### config.mk
export PLATFORM = sky130hd
export DESIGN_NAME = byte_run_frame_decoder_flat
export DESIGN_NICKNAME = d
export VERILOG_FILES = /design/src/hdl/brfd_pkg.sv /design/src/hdl/brfd_if.sv /design/src/hdl/brfd_core.sv /design/src/hdl/brfd_out_queue.sv /design/src/hdl/byte_run_frame_decoder.sv /design/src/flat_wrapper.sv
export SDC_FILE = /design/constraint.sdc
export NUM_CORES = 1
export LEC_CHECK = 0
export ABC_AREA = 1
export BUFFER_PORTS_ARGS = -buffer_cell sky130_fd_sc_hd__buf_2
export CORE_MARGIN = 4
export CORE_UTILIZATION = 38
export CTS_BUF_LIST = sky130_fd_sc_hd__clkbuf_8
export DETAILED_ROUTE_END_ITERATION = 12
export PLACE_DENSITY = 0.64
export SETUP_SLACK_MARGIN = 0.5
export SYNTH_ARGS = -nofsm -noshare
export SYNTH_HDL_FRONTEND = slang
export SYNTH_HIERARCHICAL = 1
export SYNTH_SLANG_ARGS = --single-unit
### constraint.sdc
create_clock -name clk_i -period 8.05 [get_ports clk_i]
set_clock_uncertainty 0.05 [all_clocks]
set_input_delay 1.61 -clock clk_i [delete_from_list [all_inputs] [get_ports clk_i]]
set_output_delay 1.61 -clock clk_i [all_outputs]
set_load 0.1 [all_outputs]
### src/hdl/brfd_pkg.sv
// Types, widths and codes shared by the byte-run frame decoder modules.
// No dependencies; compile first.
package brfd_pkg;

  localparam int BYTE_W      = 8;
  localparam int DIM_W       = 11;
  localparam int OFS_W       = 10;
  localparam int COL_W       = 12;
  localparam int ROW_W       = 11;
  localparam int ADDR_W      = 20;
  localparam int PEND_W      = 7;
  localparam int CFG_IDX_W   = 3;
  localparam int CFG_DATA_W  = 11;
  localparam int MAX_DIM_DEF = 1024;

  localparam logic [DIM_W-1:0] WIDTH_RST  = 11'd320;
  localparam logic [DIM_W-1:0] HEIGHT_RST = 11'd200;
  localparam logic [DIM_W-1:0] STRIDE_RST = 11'd320;

  typedef enum logic [2:0] {
    PH_IDLE,
    PH_OPCOUNT,
    PH_COUNT,
    PH_FILL,
    PH_LITERAL,
    PH_DONE
  } phase_e;

  typedef enum logic [CFG_IDX_W-1:0] {
    CFG_FRAME_WIDTH,
    CFG_FRAME_HEIGHT,
    CFG_X_OFFSET,
    CFG_Y_OFFSET,
    CFG_ROW_STRIDE
  } cfg_idx_e;

  typedef struct packed {
    logic [DIM_W-1:0] frame_width;
    logic [DIM_W-1:0] frame_height;
    logic [OFS_W-1:0] x_offset;
    logic [OFS_W-1:0] y_offset;
    logic [DIM_W-1:0] row_stride;
  } cfg_t;

  typedef struct packed {
    logic [ADDR_W-1:0] pixel_address;
    logic [BYTE_W-1:0] pixel_color;
    logic [BYTE_W-1:0] run_length;
    logic              frame_done;
  } result_t;

endpackage

### src/hdl/brfd_if.sv
// Valid/ready stream interfaces for the compressed byte input and pixel output.
// Depends on brfd_pkg for field widths.
interface brfd_in_if;
  logic                        valid;
  logic                        ready;
  logic [brfd_pkg::BYTE_W-1:0] data_byte;
  logic                        chunk_start;

  modport source (output valid, data_byte, chunk_start, input ready);
  modport sink   (input valid, data_byte, chunk_start, output ready);
  modport mon    (input valid, ready, data_byte, chunk_start);
endinterface

interface brfd_out_if;
  logic                        valid;
  logic                        ready;
  logic [brfd_pkg::ADDR_W-1:0] pixel_address;
  logic [brfd_pkg::BYTE_W-1:0] pixel_color;
  logic [brfd_pkg::BYTE_W-1:0] run_length;
  logic                        frame_done;

  modport source (output valid, pixel_address, pixel_color, run_length, frame_done,
                  input ready);
  modport sink   (input valid, pixel_address, pixel_color, run_length, frame_done,
                  output ready);
  modport mon    (input valid, ready, pixel_address, pixel_color, run_length, frame_done);
endinterface

### src/hdl/brfd_core.sv
// Decode state machine and pixel command datapath of the byte-run frame decoder.
// Depends on brfd_pkg; the result is registered downstream in brfd_out_queue.
module brfd_core #(
  parameter int MAX_DIM = brfd_pkg::MAX_DIM_DEF
) (
  input  logic                        clk_i,
  input  logic                        rst_ni,
  input  logic                        accept_i,
  input  logic [brfd_pkg::BYTE_W-1:0] data_byte_i,
  input  logic                        chunk_start_i,
  input  brfd_pkg::cfg_t              cfg_i,
  output logic                        res_valid_o,
  output brfd_pkg::result_t           res_o
);

  localparam logic [brfd_pkg::DIM_W+1:0] MaxDim = (brfd_pkg::DIM_W+2)'(MAX_DIM);

  function automatic logic [brfd_pkg::DIM_W-1:0] clamp_dim(
    input logic [brfd_pkg::DIM_W-1:0] v
  );
    logic [brfd_pkg::DIM_W+1:0] wide;
    wide = {2'b00, v};
    clamp_dim = (wide > MaxDim) ? MaxDim[brfd_pkg::DIM_W-1:0] : v;
  endfunction

  brfd_pkg::phase_e               phase_q, phase_d, cur_phase;
  logic [brfd_pkg::COL_W-1:0]     column_q, column_d, cur_column, col_adv, check_col;
  logic [brfd_pkg::ROW_W-1:0]     row_q, row_d, cur_row;
  logic [brfd_pkg::ROW_W-1:0]     rows_left_q, rows_left_d, cur_rows_left, rows_dec;
  logic [brfd_pkg::BYTE_W-1:0]    literal_q, literal_d, lit_dec;
  logic [brfd_pkg::PEND_W-1:0]    pending_q, pending_d;
  logic [brfd_pkg::DIM_W-1:0]     width_c, height_c, stride_c;
  logic [brfd_pkg::COL_W-1:0]     row_end;
  logic                           row_full, last_row, run_end, row_finish;
  logic [2*brfd_pkg::DIM_W-1:0]   row_base;
  logic [2*brfd_pkg::DIM_W:0]     addr_sum;

  assign width_c  = clamp_dim(cfg_i.frame_width);
  assign height_c = clamp_dim(cfg_i.frame_height);
  assign stride_c = clamp_dim(cfg_i.row_stride);
  assign row_end  = brfd_pkg::COL_W'(cfg_i.x_offset) + brfd_pkg::COL_W'(width_c);

  // A chunk start reloads position; the byte is the op count unless height is 0.
  always_comb begin
    if (chunk_start_i) begin
      cur_phase     = (height_c == '0) ? brfd_pkg::PH_DONE : brfd_pkg::PH_OPCOUNT;
      cur_column    = brfd_pkg::COL_W'(cfg_i.x_offset);
      cur_row       = brfd_pkg::ROW_W'(cfg_i.y_offset);
      cur_rows_left = height_c;
    end else begin
      cur_phase     = phase_q;
      cur_column    = column_q;
      cur_row       = row_q;
      cur_rows_left = rows_left_q;
    end
  end

  assign col_adv    = (cur_phase == brfd_pkg::PH_FILL)
                      ? cur_column + brfd_pkg::COL_W'(pending_q)
                      : cur_column + brfd_pkg::COL_W'(1);
  assign lit_dec    = literal_q - brfd_pkg::BYTE_W'(1);
  assign check_col  = (cur_phase == brfd_pkg::PH_OPCOUNT) ? cur_column : col_adv;
  assign row_full   = check_col >= row_end;
  assign rows_dec   = cur_rows_left - brfd_pkg::ROW_W'(1);
  assign last_row   = rows_dec == '0;
  assign run_end    = (cur_phase == brfd_pkg::PH_FILL) ||
                      ((cur_phase == brfd_pkg::PH_LITERAL) && (lit_dec == '0));
  assign row_finish = row_full && (run_end || (cur_phase == brfd_pkg::PH_OPCOUNT));

  // Next state.
  always_comb begin
    phase_d = phase_q;
    if (accept_i) begin
      unique case (cur_phase)
        brfd_pkg::PH_OPCOUNT, brfd_pkg::PH_FILL: begin
          if (row_full) begin
            phase_d = last_row ? brfd_pkg::PH_DONE : brfd_pkg::PH_OPCOUNT;
          end else begin
            phase_d = brfd_pkg::PH_COUNT;
          end
        end
        brfd_pkg::PH_COUNT: begin
          phase_d = data_byte_i[brfd_pkg::BYTE_W-1] ? brfd_pkg::PH_LITERAL
                                                      : brfd_pkg::PH_FILL;
        end
        brfd_pkg::PH_LITERAL: begin
          if (lit_dec != '0) begin
            phase_d = brfd_pkg::PH_LITERAL;
          end else if (row_full) begin
            phase_d = last_row ? brfd_pkg::PH_DONE : brfd_pkg::PH_OPCOUNT;
          end else begin
            phase_d = brfd_pkg::PH_COUNT;
          end
        end
        default: phase_d = cur_phase;
      endcase
    end
  end

  // Position counters and result fields.
  always_comb begin
    column_d    = column_q;
    row_d       = row_q;
    rows_left_d = rows_left_q;
    literal_d   = literal_q;
    pending_d   = pending_q;
    if (accept_i) begin
      column_d    = cur_column;
      row_d       = cur_row;
      rows_left_d = cur_rows_left;
      literal_d   = chunk_start_i ? '0 : literal_q;
      pending_d   = chunk_start_i ? '0 : pending_q;
      case (cur_phase)
        brfd_pkg::PH_COUNT: begin
          if (data_byte_i[brfd_pkg::BYTE_W-1]) begin
            // Negated count; a count of -128 becomes 128.
            literal_d = ~data_byte_i + brfd_pkg::BYTE_W'(1);
          end else begin
            pending_d = data_byte_i[brfd_pkg::PEND_W-1:0];
          end
        end
        brfd_pkg::PH_FILL: begin
          column_d = col_adv;
        end
        brfd_pkg::PH_LITERAL: begin
          column_d  = col_adv;
          literal_d = lit_dec;
        end
        default: ;
      endcase
      if (row_finish) begin
        row_d       = cur_row + brfd_pkg::ROW_W'(1);
        rows_left_d = rows_dec;
        if (!last_row) begin
          column_d = brfd_pkg::COL_W'(cfg_i.x_offset);
        end
      end
    end
  end

  // Only fill and literal bytes give a result, and neither can carry a chunk start.
  assign row_base = row_q * stride_c;
  assign addr_sum = (2*brfd_pkg::DIM_W+1)'(row_base) + (2*brfd_pkg::DIM_W+1)'(column_q);

  always_comb begin
    res_valid_o            = accept_i && ((cur_phase == brfd_pkg::PH_FILL) ||
                                          (cur_phase == brfd_pkg::PH_LITERAL));
    res_o.pixel_address    = addr_sum[brfd_pkg::ADDR_W-1:0];
    res_o.pixel_color      = data_byte_i;
    res_o.run_length       = (cur_phase == brfd_pkg::PH_FILL)
                             ? brfd_pkg::BYTE_W'(pending_q) : brfd_pkg::BYTE_W'(1);
    res_o.frame_done       = row_finish && last_row;
  end

  always_ff @(posedge clk_i or negedge rst_ni) begin
    if (!rst_ni) begin
      phase_q     <= brfd_pkg::PH_IDLE;
      column_q    <= '0;
      row_q       <= '0;
      rows_left_q <= '0;
      literal_q   <= '0;
      pending_q   <= '0;
    end else begin
      phase_q     <= phase_d;
      column_q    <= column_d;
      row_q       <= row_d;
      rows_left_q <= rows_left_d;
      literal_q   <= literal_d;
      pending_q   <= pending_d;
    end
  end

endmodule

### src/hdl/brfd_out_queue.sv
// Two-entry result queue: output register plus skid slot for the decoder.
// Depends on brfd_pkg for the result type.
module brfd_out_queue (
  input  logic              clk_i,
  input  logic              rst_ni,
  input  logic              push_i,
  input  brfd_pkg::result_t data_i,
  output logic              space_o,
  output logic              valid_o,
  input  logic              pop_i,
  output brfd_pkg::result_t data_o
);

  brfd_pkg::result_t head_q, head_d, tail_q, tail_d;
  logic [1:0]        count_q, count_d;
  logic              pop;

  assign pop     = pop_i && (count_q != 2'd0);
  assign space_o = count_q != 2'd2;
  assign valid_o = count_q != 2'd0;
  assign data_o  = head_q;

  always_comb begin
    head_d  = head_q;
    tail_d  = tail_q;
    count_d = count_q;
    case (count_q)
      2'd0: begin
        if (push_i) begin
          head_d  = data_i;
          count_d = 2'd1;
        end
      end
      2'd1: begin
        if (push_i && pop) begin
          head_d = data_i;
        end else if (push_i) begin
          tail_d  = data_i;
          count_d = 2'd2;
        end else if (pop) begin
          count_d = 2'd0;
        end
      end
      default: begin
        // No word is pushed while both slots are full.
        if (pop) begin
          head_d  = tail_q;
          count_d = 2'd1;
        end
      end
    endcase
  end

  always_ff @(posedge clk_i or negedge rst_ni) begin
    if (!rst_ni) begin
      count_q <= 2'd0;
    end else begin
      count_q <= count_d;
    end
  end

  always_ff @(posedge clk_i) begin
    head_q <= head_d;
    tail_q <= tail_d;
  end

endmodule

### src/hdl/byte_run_frame_decoder.sv
// Byte-run frame decoder: top level with configuration registers.
// Depends on brfd_pkg, brfd_if, brfd_core and brfd_out_queue.
//
// Usage: in_i carries one compressed byte per word, with chunk_start set on the
// first byte (the op count of the first row) of a chunk. out_o carries pixel
// write commands: address, color, run length and a frame_done flag on the
// command that completes the last row. Count and op-count bytes give no word.
// The configuration registers are written through cfg_we_i / cfg_index_i / cfg_wdata_i; the user
// must write them only while the decoder is idle; the block does not check it. x_offset, frame_width
// and row_stride take effect on the next byte, frame_height and y_offset at the next chunk.
// A command is registered in the result queue and appears on out_o once those ahead of it are taken.
// Throughput: one byte per cycle while the queue has a free slot, set by the single
// decode pass between the decoder state registers and the two-entry result queue.
// When the receiver stalls, the queue holds up to two commands; in_i.ready
// drops only while both are held. Reset returns the registers to their
// defaults (width 320, height 200, stride 320, offsets 0), empties the queue
// and leaves the decoder idle, ignoring bytes until a chunk start.
module byte_run_frame_decoder #(
  parameter int MAX_DIM = brfd_pkg::MAX_DIM_DEF
) (
  input  logic                            clk_i,
  input  logic                            rst_ni,
  brfd_in_if.sink                         in_i,
  brfd_out_if.source                      out_o,
  input  logic                            cfg_we_i,
  input  logic [brfd_pkg::CFG_IDX_W-1:0]  cfg_index_i,
  input  logic [brfd_pkg::CFG_DATA_W-1:0] cfg_wdata_i
);

  brfd_pkg::cfg_t    cfg_q, cfg_d;
  brfd_pkg::result_t res, head;
  logic              accept, res_valid, space;

  always_comb begin
    cfg_d = cfg_q;
    if (cfg_we_i) begin
      unique case (brfd_pkg::cfg_idx_e'(cfg_index_i))
        brfd_pkg::CFG_FRAME_WIDTH:  cfg_d.frame_width  = cfg_wdata_i;
        brfd_pkg::CFG_FRAME_HEIGHT: cfg_d.frame_height = cfg_wdata_i;
        brfd_pkg::CFG_X_OFFSET:     cfg_d.x_offset     = cfg_wdata_i[brfd_pkg::OFS_W-1:0];
        brfd_pkg::CFG_Y_OFFSET:     cfg_d.y_offset     = cfg_wdata_i[brfd_pkg::OFS_W-1:0];
        brfd_pkg::CFG_ROW_STRIDE:   cfg_d.row_stride   = cfg_wdata_i;
        default: ;
      endcase
    end
  end

  always_ff @(posedge clk_i or negedge rst_ni) begin
    if (!rst_ni) begin
      cfg_q.frame_width  <= brfd_pkg::WIDTH_RST;
      cfg_q.frame_height <= brfd_pkg::HEIGHT_RST;
      cfg_q.x_offset     <= '0;
      cfg_q.y_offset     <= '0;
      cfg_q.row_stride   <= brfd_pkg::STRIDE_RST;
    end else begin
      cfg_q <= cfg_d;
    end
  end

  assign in_i.ready = space;
  assign accept     = in_i.valid && space;

  brfd_core #(
    .MAX_DIM (MAX_DIM)
  ) u_core (
    .clk_i         (clk_i),
    .rst_ni        (rst_ni),
    .accept_i      (accept),
    .data_byte_i   (in_i.data_byte),
    .chunk_start_i (in_i.chunk_start),
    .cfg_i         (cfg_q),
    .res_valid_o   (res_valid),
    .res_o         (res)
  );

  brfd_out_queue u_queue (
    .clk_i   (clk_i),
    .rst_ni  (rst_ni),
    .push_i  (res_valid),
    .data_i  (res),
    .space_o (space),
    .valid_o (out_o.valid),
    .pop_i   (out_o.ready),
    .data_o  (head)
  );

  assign out_o.pixel_address = head.pixel_address;
  assign out_o.pixel_color   = head.pixel_color;
  assign out_o.run_length    = head.run_length;
  assign out_o.frame_done    = head.frame_done;

endmodule

### src/flat_wrapper.sv
// flat-port wrapper written by rule: the top's interface ports become plain ports
module byte_run_frame_decoder_flat 
#(
  parameter int MAX_DIM = brfd_pkg::MAX_DIM_DEF
)
  (clk_i, rst_ni, cfg_we_i, cfg_index_i, cfg_wdata_i, in_i_valid, in_i_data_byte, in_i_chunk_start, in_i_ready, out_o_valid, out_o_pixel_address, out_o_pixel_color, out_o_run_length, out_o_frame_done, out_o_ready);
  brfd_in_if in_i_i ();
  brfd_out_if out_o_i ();
  input  logic clk_i;
  input  logic rst_ni;
  input  logic cfg_we_i;
  input  logic [brfd_pkg::CFG_IDX_W-1:0] cfg_index_i;
  input  logic [brfd_pkg::CFG_DATA_W-1:0] cfg_wdata_i;
  input wire logic [$bits(in_i_i.valid)-1:0] in_i_valid;
  input wire logic [$bits(in_i_i.data_byte)-1:0] in_i_data_byte;
  input wire logic [$bits(in_i_i.chunk_start)-1:0] in_i_chunk_start;
  output wire logic [$bits(in_i_i.ready)-1:0] in_i_ready;
  output wire logic [$bits(out_o_i.valid)-1:0] out_o_valid;
  output wire logic [$bits(out_o_i.pixel_address)-1:0] out_o_pixel_address;
  output wire logic [$bits(out_o_i.pixel_color)-1:0] out_o_pixel_color;
  output wire logic [$bits(out_o_i.run_length)-1:0] out_o_run_length;
  output wire logic [$bits(out_o_i.frame_done)-1:0] out_o_frame_done;
  input wire logic [$bits(out_o_i.ready)-1:0] out_o_ready;
  assign in_i_i.valid = in_i_valid;
  assign in_i_i.data_byte = in_i_data_byte;
  assign in_i_i.chunk_start = in_i_chunk_start;
  assign in_i_ready = in_i_i.ready;
  assign out_o_valid = out_o_i.valid;
  assign out_o_pixel_address = out_o_i.pixel_address;
  assign out_o_pixel_color = out_o_i.pixel_color;
  assign out_o_run_length = out_o_i.run_length;
  assign out_o_frame_done = out_o_i.frame_done;
  assign out_o_i.ready = out_o_ready;
  byte_run_frame_decoder #(.MAX_DIM(MAX_DIM)) u_core (.clk_i(clk_i), .rst_ni(rst_ni), .in_i(in_i_i), .out_o(out_o_i), .cfg_we_i(cfg_we_i), .cfg_index_i(cfg_index_i), .cfg_wdata_i(cfg_wdata_i));
endmodule
# Word level (Yosys, flattened, before mapping)
# Index checks and enable logic that the tools add are counted.
[op_classes]
add_sub_neg = 8
mul = 1
order_cmp = 4
n_eq_ne = 14
mux = 37
bitwise = 2
n_reduce_logical = 28
[ops]
columns = ["cell", "count"]
rows = [
  ["37-bit two-way mux", 3],
  ["11-bit two-way mux", 7],
  ["37-bit case mux with 2 select lines", 1],
  ["12-bit two-way mux", 6],
  ["11-bit > comparator (second input constant)", 3],
  ["7-bit two-way mux", 4],
  ["11-bit zero test", 2],
  ["20-bit by 12-bit adder with 20-bit output", 1],
  ["11-bit by 11-bit multiplier with 20-bit output", 1],
  ["3-bit two-way mux", 6],
  ["8-bit two-way mux", 2],
  ["8-bit case mux with 2 select lines", 1],
  ["10-bit by 11-bit adder with 12-bit output", 1],
  ["12-bit by 1-bit adder with 12-bit output (second input constant)", 1],
  ["12-bit by 7-bit adder with 12-bit output", 1],
  ["3-bit by 2-bit == test with 1-bit output (second input constant)", 4],
  ["12-bit >= comparator", 1],
  ["11-bit by 1-bit adder with 11-bit output (second input constant)", 1],
  ["11-bit by 1-bit subtractor with 11-bit output (second input constant)", 1],
  ["2-bit two-way mux", 5],
  ["2-bit AND reduction", 5],
  ["3-bit case mux with 3 select lines", 1],
  ["8-bit by 1-bit adder with 8-bit output (second input constant)", 1],
  ["8-bit zero test", 1],
  ["19 further kinds", 34],
]
[word_totals]
regBits = 181
input_bits = 28

# Longest topological paths before layout
[logic_depth]
ltp_word = 13
mapped_depth = 31
depth_no_buf = 31

# By module
# Netlist, hierarchy kept.
[by_module_without_submodules]
columns = ["mod", "instances", "cells_per_inst", "area_per_inst_um2"]
rows = [
  ["brfd_core", 1, 1332, 9318.9],
  ["brfd_out_queue", 1, 212, 2811.4],
  ["byte_run_frame_decoder", 1, 244, 2162.1],
]

# Worst setup path before layout
# No wires, ideal clock.
[synth_timing]
kind = "flip-flop to flip-flop"
startpoint = "register u_core/cfg_q[6] (netlist name)"
endpoint = "register u_core.u_queue.head_q (netlist bit u_core/u_queue/data_o[36]) (data pin)"
setup_time_ns = 0.252
t_arrival_ns = 5.767
required_time_ns = 7.748
slack_ns = 1.981
stages_incl_launch_ff = 30
path_cell_list = "dfstp_2 inv_1 nand4_1 nor2_1 a31oi_1 nor2_1 inv_1 nor2_1 fa_1 inv_1 fa_1 inv_1 fa_1 inv_1 fa_1 fa_1 inv_1 ha_1 nand2_1 o21ai_0 o21bai_1 a21oi_1 o21bai_1 nand3_1 nand2_1 nand3_1 o21ai_0 xor2_1 nand2_1 nand2_1"
[synth_rtl]
columns = ["element", "line", "text"]
rows = [
  ["start: declaration", "byte_run_frame_decoder.sv:30", "brfd_pkg::cfg_t cfg_q, cfg_d;"],
  ["start signal: assignment", "byte_run_frame_decoder.sv:56", "cfg_q <= cfg_d;"],
  ["end signal: assignment", "brfd_out_queue.sv:63", "head_q <= head_d;"],
  ["end: declaration", "brfd_out_queue.sv:14", "brfd_pkg::result_t head_q, head_d, tail_q, tail_d;"],
]

==> impl_metrics.csv <==
group,metric,value,unit
status,status,"completed",
cells_and_area,syn_to_final_growth,7.66,%
placement,dpl.hpwl,26100,um
power,switchingPower,2.90,mW
floorplan,core_area,36900,um2
synthesis,syn_area_per_cell,7.99,um2
sta,hold_violations,0,
clock_tree,clk_pin_slew,0.10,ns
floorplan,die_y,202,um
sta,finalCritPeriodShare,0.842,
global_routing,antenna_found_initial,0,
synthesis,synthAdderAreaFrac,0.206,
setup_path,cp_data_required_time,8.23,ns
sta,drv_slew,0,
power,power_frac_seq,0.270,
sta,relSlewSlack,0.395,
floorplan,rows,70,
setup_path,worst_path_max_delay_cell,"nor2_1",
placement,gp_congestion,0.891,
clock_tree,post_cts_buffers,0,
global_routing,grt-ovfl-total,0,
clock_tree,h-tree-depth,4,
setup_path,arrival,6.96,ns
synthesis,yosys.area_share.simple,0.235,
cells_and_area,drive_gt1_frac,0.0809,
setup_path,slowest_delay,0.61,ns
power,clockPowerShare,0.113,
clock_tree,clkSinkCount,181,
sta,tightest_slew,0.907,ns
setup_path,critPathMaxFanout,10,
clock_tree,cts_hold_buf,0,
power,powerDensity,375,nW/um2
synthesis,async_reset_ff_frac,0.591,
setup_path,worst-setup-path-type,"register to register",
synthesis,synth_seq_cells,181,
setup_path,r2r_setup_slack,1.27,ns
cells_and_area,final_cell_area,15400,um2
clock_tree,clk_latency,0.49,ns
power,internal_power,2.87,mW
synthesis,synthMuxAreaShare,0.00140,
clock_tree,cts_made_buffers,17,
sta,setup_tns,0,ns
synthesis,synth_nets,1996,
clock_tree,root_buffer,"clkbuf_8",
synthesis,ys_seq_area_frac,0.343,
sta,grt_setup_unrepaired,"no",
power,p_leak,7.67,nW
clock_tree,clk_path_buf_depth,2,
synthesis,ys_types,57,
synthesis,synthCells,1788,
power,swShare,0.503,
floorplan,die_area,40800,um2
power,report.power.total,5.77,mW
sta,max_clock_freq,148,MHz
synthesis,synth-compound-area-share,0.0780,
routing,wl_per_cell,14.7,um
placement,io_buffers,66,
floorplan,die_w,202,um
routing,drcViolationCount,0,
power,peakVddDrop,186,uV
routing,drtIter0Drc,840,
routing,totalWireLength,34200,um
clock_tree,cts_tree,"yes",
synthesis,yosysWarnings,6,
routing,ant_nets,0,
sta,fin_hold_ws,0.416,ns
cells_and_area,layout_common_cells,"nand2_1 (526), inv_1 (278), nor2_1 (139), dfrtp_1 (100), nand3_1 (98)",
synthesis,syn_area,14300,um2
power,combPwrFrac,0.617,
routing,via_count,11527,
cells_and_area,final_common_cell,"nand2_1",
synthesis,synth-edff-count,74,
sta,fin_crit,6.78,ns
sta,setup_viol,0,
global_routing,grt_pass1_wl,57900,um
min_path,hp-class,"register to register",
job,maxCapViolCount,0,
setup_path,crit_path_start_kind,"register",
cells_and_area,final_util,0.417,
floorplan,io_pins,67,
synthesis,synth_top_family_by_area,"simple AND/OR/NAND/NOR gates",
global_routing,grt_pass1_vias,11336,
cells_and_area,diodes,0,
cells_and_area,layout.nets,2025,
floorplan,start_util,0.388,
setup_path,cp-end-kind,"register",
synthesis,yosys_most_used_dff,"dfrtp_1",
clock_tree,cts.repair.resized,0,
routing,drtPass1Iterations,5,
synthesis,synth_xor_area_frac,0.0349,
placement,place_area,15000,um2
global_routing,globalRouteTotalUtil,0.171,
routing,viasPerCell,4.94,
global_routing,grt_max_degree,71,
==> routing by layer <==
metal  up-vias  part of all wire  global-route usage
met1      5524              0.47               0.244
li1       5670                 -                   -
met2       303              0.46               0.273
met5         -                 0                   0
met4         0             0.013              0.0396
met3        30             0.055              0.0318
==> worst max-delay path, delay by kind of cell, from the launching register on <==
family / cells / cell delay, ns
flip-flops: 1 / 0.40
XOR/XNOR: 1 / 0.19
AND/OR/NAND/NOR: 9 / 1.33
adder cells (fa/ha/maj): 6 / 2.92
AO/OA/AOI/OAI: 7 / 1.25
buffers and inverters: 6 / 0.40
==> state kept, by name (all words and copies together), names as in the netlist <==
name and flops:
u_core/cfg_q 53, u_core/u_queue/data_o 37, u_core/u_queue/tail_q 37, u_core/u_core/column_q 12
u_core/u_core/row_q 11, u_core/u_core/rows_left_q 11, u_core/u_core/literal_q 8, u_core/u_core/pending_q 7
u_core/u_core/phase_q 3, u_core/u_queue/count_q 2
==> kinds of logic (layout without fill, tap and decap cells) <==
family                     after synthesis  in the layout
DFF                                    181            181
AOI/OAI and AO/OA                      198            198
xor gates and xnor gates                57             57
other                                    1              1
adders and majority gates              180            180
buffers and inverters                  351            393
muxes                                    2              2
and+or+nand+nor                        818            818
==> stage by stage <==
| step | std cells | worst slack, ns |
|---|---|---|
| after global placement | 2302 | 1.46 |
| after CTS | 2334 | 1.27 |
| after floorplan | 1788 | 1.98 |
| after detailed placement | 2302 | 1.29 |
| final | 2334 | 1.27 |
| after global routing | 2334 | 0.598 |
==> final timing paths <==
path                                       from                   endpoint  depth (start not counted)
worst max-delay path            u_core/cfg_q[1]  u_core/u_queue/data_o[33]                         29
min in group asynchronous                rst_ni           u_core/cfg_q[46]                          1
worst min-delay path            u_core/cfg_q[6]            u_core/cfg_q[6]                          2
worst min register to register  u_core/cfg_q[6]            u_core/cfg_q[6]                          2
max in group asynchronous                rst_ni  u_core/u_core/column_q[8]                          2
worst max register to register  u_core/cfg_q[1]  u_core/u_queue/data_o[33]                         29
==> synthesized netlist by cell type (4+ instances only) <==
master      n  share of area
or2_2      10         0.0044
dfstp_2     7          0.013
dfrtp_1   100           0.18
a31oi_1     8         0.0035
ha_1       87          0.076
buf_6       4         0.0032
fa_1       93           0.13
xor2_1     43          0.026
buf_4      18         0.0095
xnor2_1    14         0.0086
o21ai_0    75          0.026
a21oi_1    65          0.023
nand3_1    98          0.034
nor2_1    139          0.037
nand2_1   526           0.14
nand4_1    12         0.0053
o21bai_1    9         0.0047
nor4_1      4         0.0018
clkbuf_1   26         0.0068
nor3_1     12         0.0042
inv_1     278          0.073
edfxtp_1   74           0.16
inv_2       4         0.0011
o22ai_1     9         0.0039
o21ai_1     9         0.0032
buf_2      16         0.0056
==> power groups by stage <==
stage	Clock [mW]	Sequential [mW]	Combinational, mW
CTS	0.679	1.56	3.61
detailed placement	0	1.58	3.58
floorplan	0	1.71	2.68
finish	0.653	1.56	3.56
global route	0.713	1.58	4.15
global placement	0	1.57	3.50
==> layout make-up <==
type                    instances  area, um2
repair buffers                 77        415
fillers                      3705      21500
clock inverters                15        173
clock buffers                  17        234
inverters                     284       1070
well taps                     504        631
multi-input cells            1256       7960
flip-flops and latches        181       4910
No activity file was read; power rests on OpenSTA's default activity.
